`config.mk`:
```
export PLATFORM = sky130hd
export DESIGN_NAME = pip_front
export DESIGN_NICKNAME = d
export VERILOG_FILES = /design/src/rtl/pip_pkg.sv /design/src/rtl/pip_front.sv
export SDC_FILE = /design/constraint.sdc
export NUM_CORES = 1
export LEC_CHECK = 0
export ABC_CLOCK_PERIOD_IN_PS = 8600
export BUFFER_PORTS_ARGS = -buffer_cell sky130_fd_sc_hd__buf_2
export CAP_MARGIN = 30
export CORE_MARGIN = 1
export CORE_UTILIZATION = 33
export CTS_BUF_LIST = sky130_fd_sc_hd__clkbuf_4 sky130_fd_sc_hd__clkbuf_8
export CTS_CLUSTER_SIZE = 10
export DETAILED_ROUTE_END_ITERATION = 16
export GPL_TIMING_DRIVEN = 0
export PLACE_DENSITY = 0.57
export SETUP_SLACK_MARGIN = 0.2
export SKIP_LAST_GASP = 1
export SLEW_MARGIN = 20
export SYNTH_ARGS = -nofsm -noshare
export SYNTH_HDL_FRONTEND = slang
export SYNTH_SLANG_ARGS = --single-unit
```
`constraint.sdc`:
```
create_clock -name i_clk -period 8.6 [get_ports i_clk]
set_clock_uncertainty 0.05 [all_clocks]
set_input_delay 0.43 -clock i_clk [delete_from_list [all_inputs] [get_ports i_clk]]
set_output_delay 0.43 -clock i_clk [all_outputs]
set_load 0.02 [all_outputs]
```
`src/rtl/pip_pkg.sv`:
```
// shared constants and types for the point-in-polygon test block
// no dependencies
`timescale 1ns / 1ps

package pip_pkg;

    localparam int unsigned COORD_BITS_DEF  = 16;
    localparam int unsigned MIN_VERTICES    = 3;
    localparam int unsigned QUEUE_DEPTH_DEF = 4;
    localparam int unsigned OUT_DATA_W      = 8;

    // per-vertex flags that travel with the edge jobs
    typedef struct packed {
        logic last;
        logic enough;
    } t_item_ctl;

    localparam int unsigned CTL_W = $bits(t_item_ctl);

endpackage

```
`src/rtl/pip_front.sv`:
```
// front end: takes vertices, keeps polygon state, turns each vertex into edge jobs
// depends on pip_pkg
`timescale 1ns / 1ps

module pip_front #(
    parameter int unsigned COORD_BITS = pip_pkg::COORD_BITS_DEF
) (
    input  logic                          i_clk,
    input  logic                          i_rst_n,
    input  logic                          i_valid,
    output logic                          o_ready,
    input  logic signed [COORD_BITS-1:0]  i_query_x,
    input  logic signed [COORD_BITS-1:0]  i_query_y,
    input  logic signed [COORD_BITS-1:0]  i_vertex_x,
    input  logic signed [COORD_BITS-1:0]  i_vertex_y,
    input  logic                          i_final_vertex,
    input  logic                          i_queue_full,
    output logic                          o_push,
    output logic [2*(1+4*(COORD_BITS+1))-1:0] o_edges,
    output pip_pkg::t_item_ctl            o_ctl
);

    localparam int unsigned DIFF_W = COORD_BITS + 1;
    localparam int unsigned EDGE_W = 1 + 4 * DIFF_W;

    logic [1:0]                   r_seen;
    logic [1:0]                   n_seen;
    logic signed [COORD_BITS-1:0] r_start_x, r_start_y;
    logic signed [COORD_BITS-1:0] r_prior_x, r_prior_y;
    logic signed [COORD_BITS-1:0] r_query_x, r_query_y;

    logic                         first;
    logic [1:0]                   seen_inc;
    logic signed [COORD_BITS-1:0] eff_qx, eff_qy, eff_sx, eff_sy;
    logic [EDGE_W-1:0]            edge_a, edge_b;

    // edge job: straddle flag, then (ty-ly), (rx-lx), (ry-ly), (tx-lx)
    function automatic logic [EDGE_W-1:0] prep_edge(
        input logic signed [COORD_BITS-1:0] nx,
        input logic signed [COORD_BITS-1:0] ny,
        input logic signed [COORD_BITS-1:0] ox,
        input logic signed [COORD_BITS-1:0] oy,
        input logic signed [COORD_BITS-1:0] tx,
        input logic signed [COORD_BITS-1:0] ty
    );
        logic signed [DIFF_W-1:0] lx, ly, rx, ry;
        logic signed [DIFF_W-1:0] da, db, dc, dd;
        logic                     straddle;
        if (nx > ox) begin
            lx = DIFF_W'(ox);
            ly = DIFF_W'(oy);
            rx = DIFF_W'(nx);
            ry = DIFF_W'(ny);
        end else begin
            lx = DIFF_W'(nx);
            ly = DIFF_W'(ny);
            rx = DIFF_W'(ox);
            ry = DIFF_W'(oy);
        end
        da = DIFF_W'(ty) - ly;
        db = rx - lx;
        dc = ry - ly;
        dd = DIFF_W'(tx) - lx;
        straddle = ((nx < tx) == (tx <= ox));
        return {straddle, da, db, dc, dd};
    endfunction

    assign o_ready = !i_queue_full;
    assign o_push  = i_valid && !i_queue_full;

    assign first    = (r_seen == 2'd0);
    assign seen_inc = (r_seen == 2'(pip_pkg::MIN_VERTICES)) ? r_seen : r_seen + 2'd1;
    assign n_seen   = i_final_vertex ? 2'd0 : seen_inc;

    // the first vertex supplies the query point and the start vertex itself
    assign eff_qx = first ? i_query_x  : r_query_x;
    assign eff_qy = first ? i_query_y  : r_query_y;
    assign eff_sx = first ? i_vertex_x : r_start_x;
    assign eff_sy = first ? i_vertex_y : r_start_y;

    always_comb begin
        edge_a = prep_edge(i_vertex_x, i_vertex_y, r_prior_x, r_prior_y, eff_qx, eff_qy);
        edge_b = prep_edge(eff_sx, eff_sy, i_vertex_x, i_vertex_y, eff_qx, eff_qy);
        edge_a[EDGE_W-1] = edge_a[EDGE_W-1] && !first;
        edge_b[EDGE_W-1] = edge_b[EDGE_W-1] && i_final_vertex;
    end

    assign o_edges      = {edge_a, edge_b};
    assign o_ctl.last   = i_final_vertex;
    assign o_ctl.enough = (seen_inc >= 2'(pip_pkg::MIN_VERTICES));

    always_ff @(posedge i_clk) begin
        if (!i_rst_n) begin
            r_seen    <= 2'd0;
            r_start_x <= '0;
            r_start_y <= '0;
            r_prior_x <= '0;
            r_prior_y <= '0;
            r_query_x <= '0;
            r_query_y <= '0;
        end else if (o_push) begin
            r_seen    <= n_seen;
            r_prior_x <= i_vertex_x;
            r_prior_y <= i_vertex_y;
            if (first) begin
                r_start_x <= i_vertex_x;
                r_start_y <= i_vertex_y;
                r_query_x <= i_query_x;
                r_query_y <= i_query_y;
            end
        end
    end

endmodule

```
==> impl_results.md <==
- Pwr Total: roughly 2.7 mW
- Required @ worst endpoint: 8.12 ns
- Top FF cell, synth: dfxtp_1
- Slew at the pin closest to its max-slew limit: around 0.95 ns
- Final worst path period share: a little over nine tenths
- Post-Syn Area per Cell: roughly 7.0 µm²
- Vias in the first global route: roughly 14,000
- Critical Path End Type: output port
- Drt via density: 5.58
- Setup TNS: 0 ns
- Layout fillers: between 4,000 and 5,000
- GR Overflow Total: 0
- Post-route DRC: 0
- Final setup fails: 0
- Power per Cell Area: 167 nW/µm²
- Seq/Total Area, Yosys: 14.6%
- RD Place Congestion: about 0.92
- First-pass GRT wire length: 80,000 µm
- Worst vdd ir: a little under 90 µV
- Vert. Die Dim: slightly above 200 µm
- CTS tree: done
- Routed Antenna Nets: 0
- Fmax: ~0.12 GHz
- Root buffer cell: clkbuf_8
- Worst skew pair latency: 0.40 ns
- Hold buffers post-CTS: 0
- Fin. Hold Viols: 0
- HP Class: input pin to flop
- Post-synthesis net count: ~2,100
- CP arrival: between 7 and 8 ns
- H-tree depth: 3
- RSZ-0062 raised after global routing: yes
- Yosys warning count: 0
- Fin crit period: about 8.1 ns
- Final-stage net count: between 2,000 and 2,500
- Final WL: 53,900 µm
- Number of synthesized flops with an enable pin: 0
- Status: finished, final reports clean
- Initial antenna violation count: 4
- CP max stage cell: maj3_1
- CP Class: flop to output port
- WL/cell: 20.1 µm
- Vias: roughly 15,000
- Synth-to-layout area growth: 18.4%
- Core area: 39,900 µm²
- Distinct cells, synth: slightly below 80
- Fraction of layout cells with a size suffix above 1: between 10% and 20%
- Synth Instances: around 1,900
- Final Max Slew Viols: 0
- CP most frequent cell: buf_12
- Critical path launch point type: flop
- Max stage delay on crit path: between 0.4 and 0.5 ns
- Number of DRC markers in iteration 0: 1,247
- Global-route usage over all layers: around 25%
- Die Area: roughly 41,000 µm²
- CTS Buf Count: 9
- DR pass1 iterations: 6
- Largest net degree at the start of global routing: 19
- Yosys reg bits: approximately 100
- Worst-path fanout max: 10
- Synthesized cell area: between 10,000 and 15,000 µm²
- Number of I/O port buffers: ~210
- HPWL after DPL: between 40,000 and 50,000 µm
- Slew headroom: between 30% and 40%
- Max clock buf depth: 2
- # rows: 73
- Async set-reset flop share out of synthesis: 0%
- Static Leak: ~6.9 nW
- Buf/Inv on CP: 12
- Clk sinks: 98
- # IOs: between 200 and 250
- Top delay family on crit path: compound AO/OA/AOI/OAI gates
- Initial Util: approximately 34%
- # Max-Cap Violations: 0
- Die X: between 200 and 250 µm
- CTS clk-pin slew, worst paths: 0.13 ns
-- what timing repair did --
item / in CTS / in global routing
cloned: 0 / 0
endpoints found under the setup margin: 68 / 25
resized for setup: 72 / 50
buffers inserted: 5 / 10
pin swaps: 4 / 8
hold endpoints to repair: 0 / 0
-- layout make-up --
cell class,count,area (µm²),share of cell area [%]
clock buffer,9,124,0.781
antenna,3,7.51,0.0473
tap,525,657,4.14
timing repair buffer,222,1160,7.32
clock inverter,7,63.8,0.402
inverter,149,559,3.53
buffer,95,551,3.47
sequential,98,1960,12.4
multi-input combinational,1568,10800,67.9
-- worst register-to-register path, delay by kind of cell (launching register included) --
family                 cells  cell delay [ns]
AO/OA/AOI/OAI              1             0.14
buffers and inverters      6             1.61
flip-flops                 1             0.37
multiplexers               1             0.52
AND/OR/NAND/NOR            1             0.16
-- through the flow --
step           cell area [µm²]  utilization, %  hold WS, ns  instances  setup WS, ns
2_1_floorplan            13400               -        0.384       1910         0.371
3_3_place_gp             15100            37.8        0.392       2640         -2.71
3_5_place_dp             15100            37.8        0.401       2641         -2.70
4_1_cts                  15600            39.0        0.256       2662         0.179
5_1_grt                  15900            39.7        0.270       2674         0.125
6_report                 15900            39.7        0.268       2676         0.475
-- logic make-up (layout without fill, tap and decap cells) --
logic type	Yosys count	count (layout)	share of synthesized area (%)
xor gates and xnor gates	107	107	7.00
DFF	98	98	14.6
buffers and inverters	244	482	7.05
other	0	3	0
and+or+nand+nor	630	630	21.4
adders and majority gates	153	153	14.4
AOI/OAI and AO/OA	583	583	28.2
muxes	95	95	7.34
-- routing by layer --
| layer | part of all wire (%) | up-vias | wire, µm | GRT usage [%] |
|---|---|---|---|---|
| met3 | 6.1 | 92 | 3290 | 3.31 |
| met5 | 0.050 | - | 27 | 0 |
| met1 | 44 | 7012 | 23800 | 32.9 |
| met2 | 46 | 496 | 24900 | 42.2 |
| met4 | 3.5 | 4 | 1880 | 9.64 |
| li1 | - | 7327 | - | - |
-- placed cells by master (no fill, tap or decap), types with 7 or more instances in the layout --
cell type / synthesis / layout
nor3_1: 40 / 40
or3_1: 8 / 8
and3_1: 13 / 13
and2_1: 10 / 10
nand2b_1: 32 / 32
inv_1: 146 / 146
o311ai_0: 7 / 7
nand2_1: 217 / 217
mux2_2: 26 / 26
clkbuf_1: 66 / 55
buf_2: 14 / 211
o211ai_1: 18 / 18
dfxtp_1: 98 / 96
nand4_1: 20 / 20
nor2_1: 188 / 186
nor2b_1: 29 / 29
o21a_1: 19 / 19
a211oi_1: 70 / 69
buf_4: 1 / 19
a211o_1: 7 / 7
nor4_1: 9 / 8
buf_1: 13 / 8
a21oi_1: 171 / 168
a21o_1: 21 / 21
xnor2_1: 76 / 76
clkbuf_8: 0 / 11
mux2i_1: 69 / 59
o22ai_1: 14 / 12
xor2_1: 31 / 31
nand3_1: 44 / 44
a31oi_1: 14 / 14
ha_1: 146 / 141
a21boi_0: 15 / 15
o21ai_0: 129 / 124
o31ai_1: 8 / 8
a221oi_1: 10 / 9
-- path summary, 6_finish.rpt --
kind                                                 start                    endpoint  slack (ns)  cells after the start
worst max-delay path                r_seen[0]$_SDFFE_PN0P_                 o_edges[33]        0.47                     35
worst min-delay path                        i_vertex_y[11]  r_prior_y[11]$_SDFFE_PN0P_        0.27                      3
worst max register to register      r_seen[0]$_SDFFE_PN0P_   r_query_x[1]$_SDFFE_PN0P_        5.63                      9
worst min register to register  r_query_y[13]$_SDFFE_PN0P_  r_query_y[13]$_SDFFE_PN0P_        0.42                      2
-- cells in the mapped netlist, drive strengths merged (8+ instances only) --
cell type / n / area, µm²
a221oi: 11 / 103
a211oi: 71 / 538
o22ai: 14 / 87.6
a31oi: 15 / 109
nor4: 9 / 56.3
nand4: 20 / 125
and3: 13 / 81.3
o211ai: 18 / 135
inv: 147 / 552
nand3: 44 / 220
mux2: 26 / 293
clkbuf: 66 / 248
nand2b: 33 / 214
and2: 10 / 62.6
nand2: 217 / 815
mux2i: 69 / 691
ha: 146 / 1830
a21oi: 176 / 907
dfxtp: 98 / 1960
buf: 29 / 138
nor3: 43 / 230
or3: 8 / 50.1
a2111oi: 11 / 121
nor2: 188 / 706
a21boi: 15 / 113
a21o: 21 / 158
o21a: 19 / 143
o21ai: 132 / 661
xnor2: 76 / 666
xor2: 31 / 272
nor2b: 29 / 181
o31ai: 8 / 60.1
-- state kept, by name (all words and copies together) (netlist names) --
name / cells
r_prior_y: 16
r_start_x: 16
r_prior_x: 16
r_seen: 2
r_query_x: 16
r_query_y: 16
r_start_y: 16
-- report_power, final --
| group | total (mW) | switching, mW | internal [mW] | leakage, nW |
|---|---|---|---|---|
| registers | 0.499 | 0.0188 | 0.480 | 0.806 |
| clock network | 0.330 | 0.219 | 0.111 | 0.0934 |
| logic | 1.82 | 1.17 | 0.651 | 6.01 |
| total | 2.65 | 1.41 | 1.24 | 6.91 |
No activity file was read; power rests on OpenSTA's default activity.
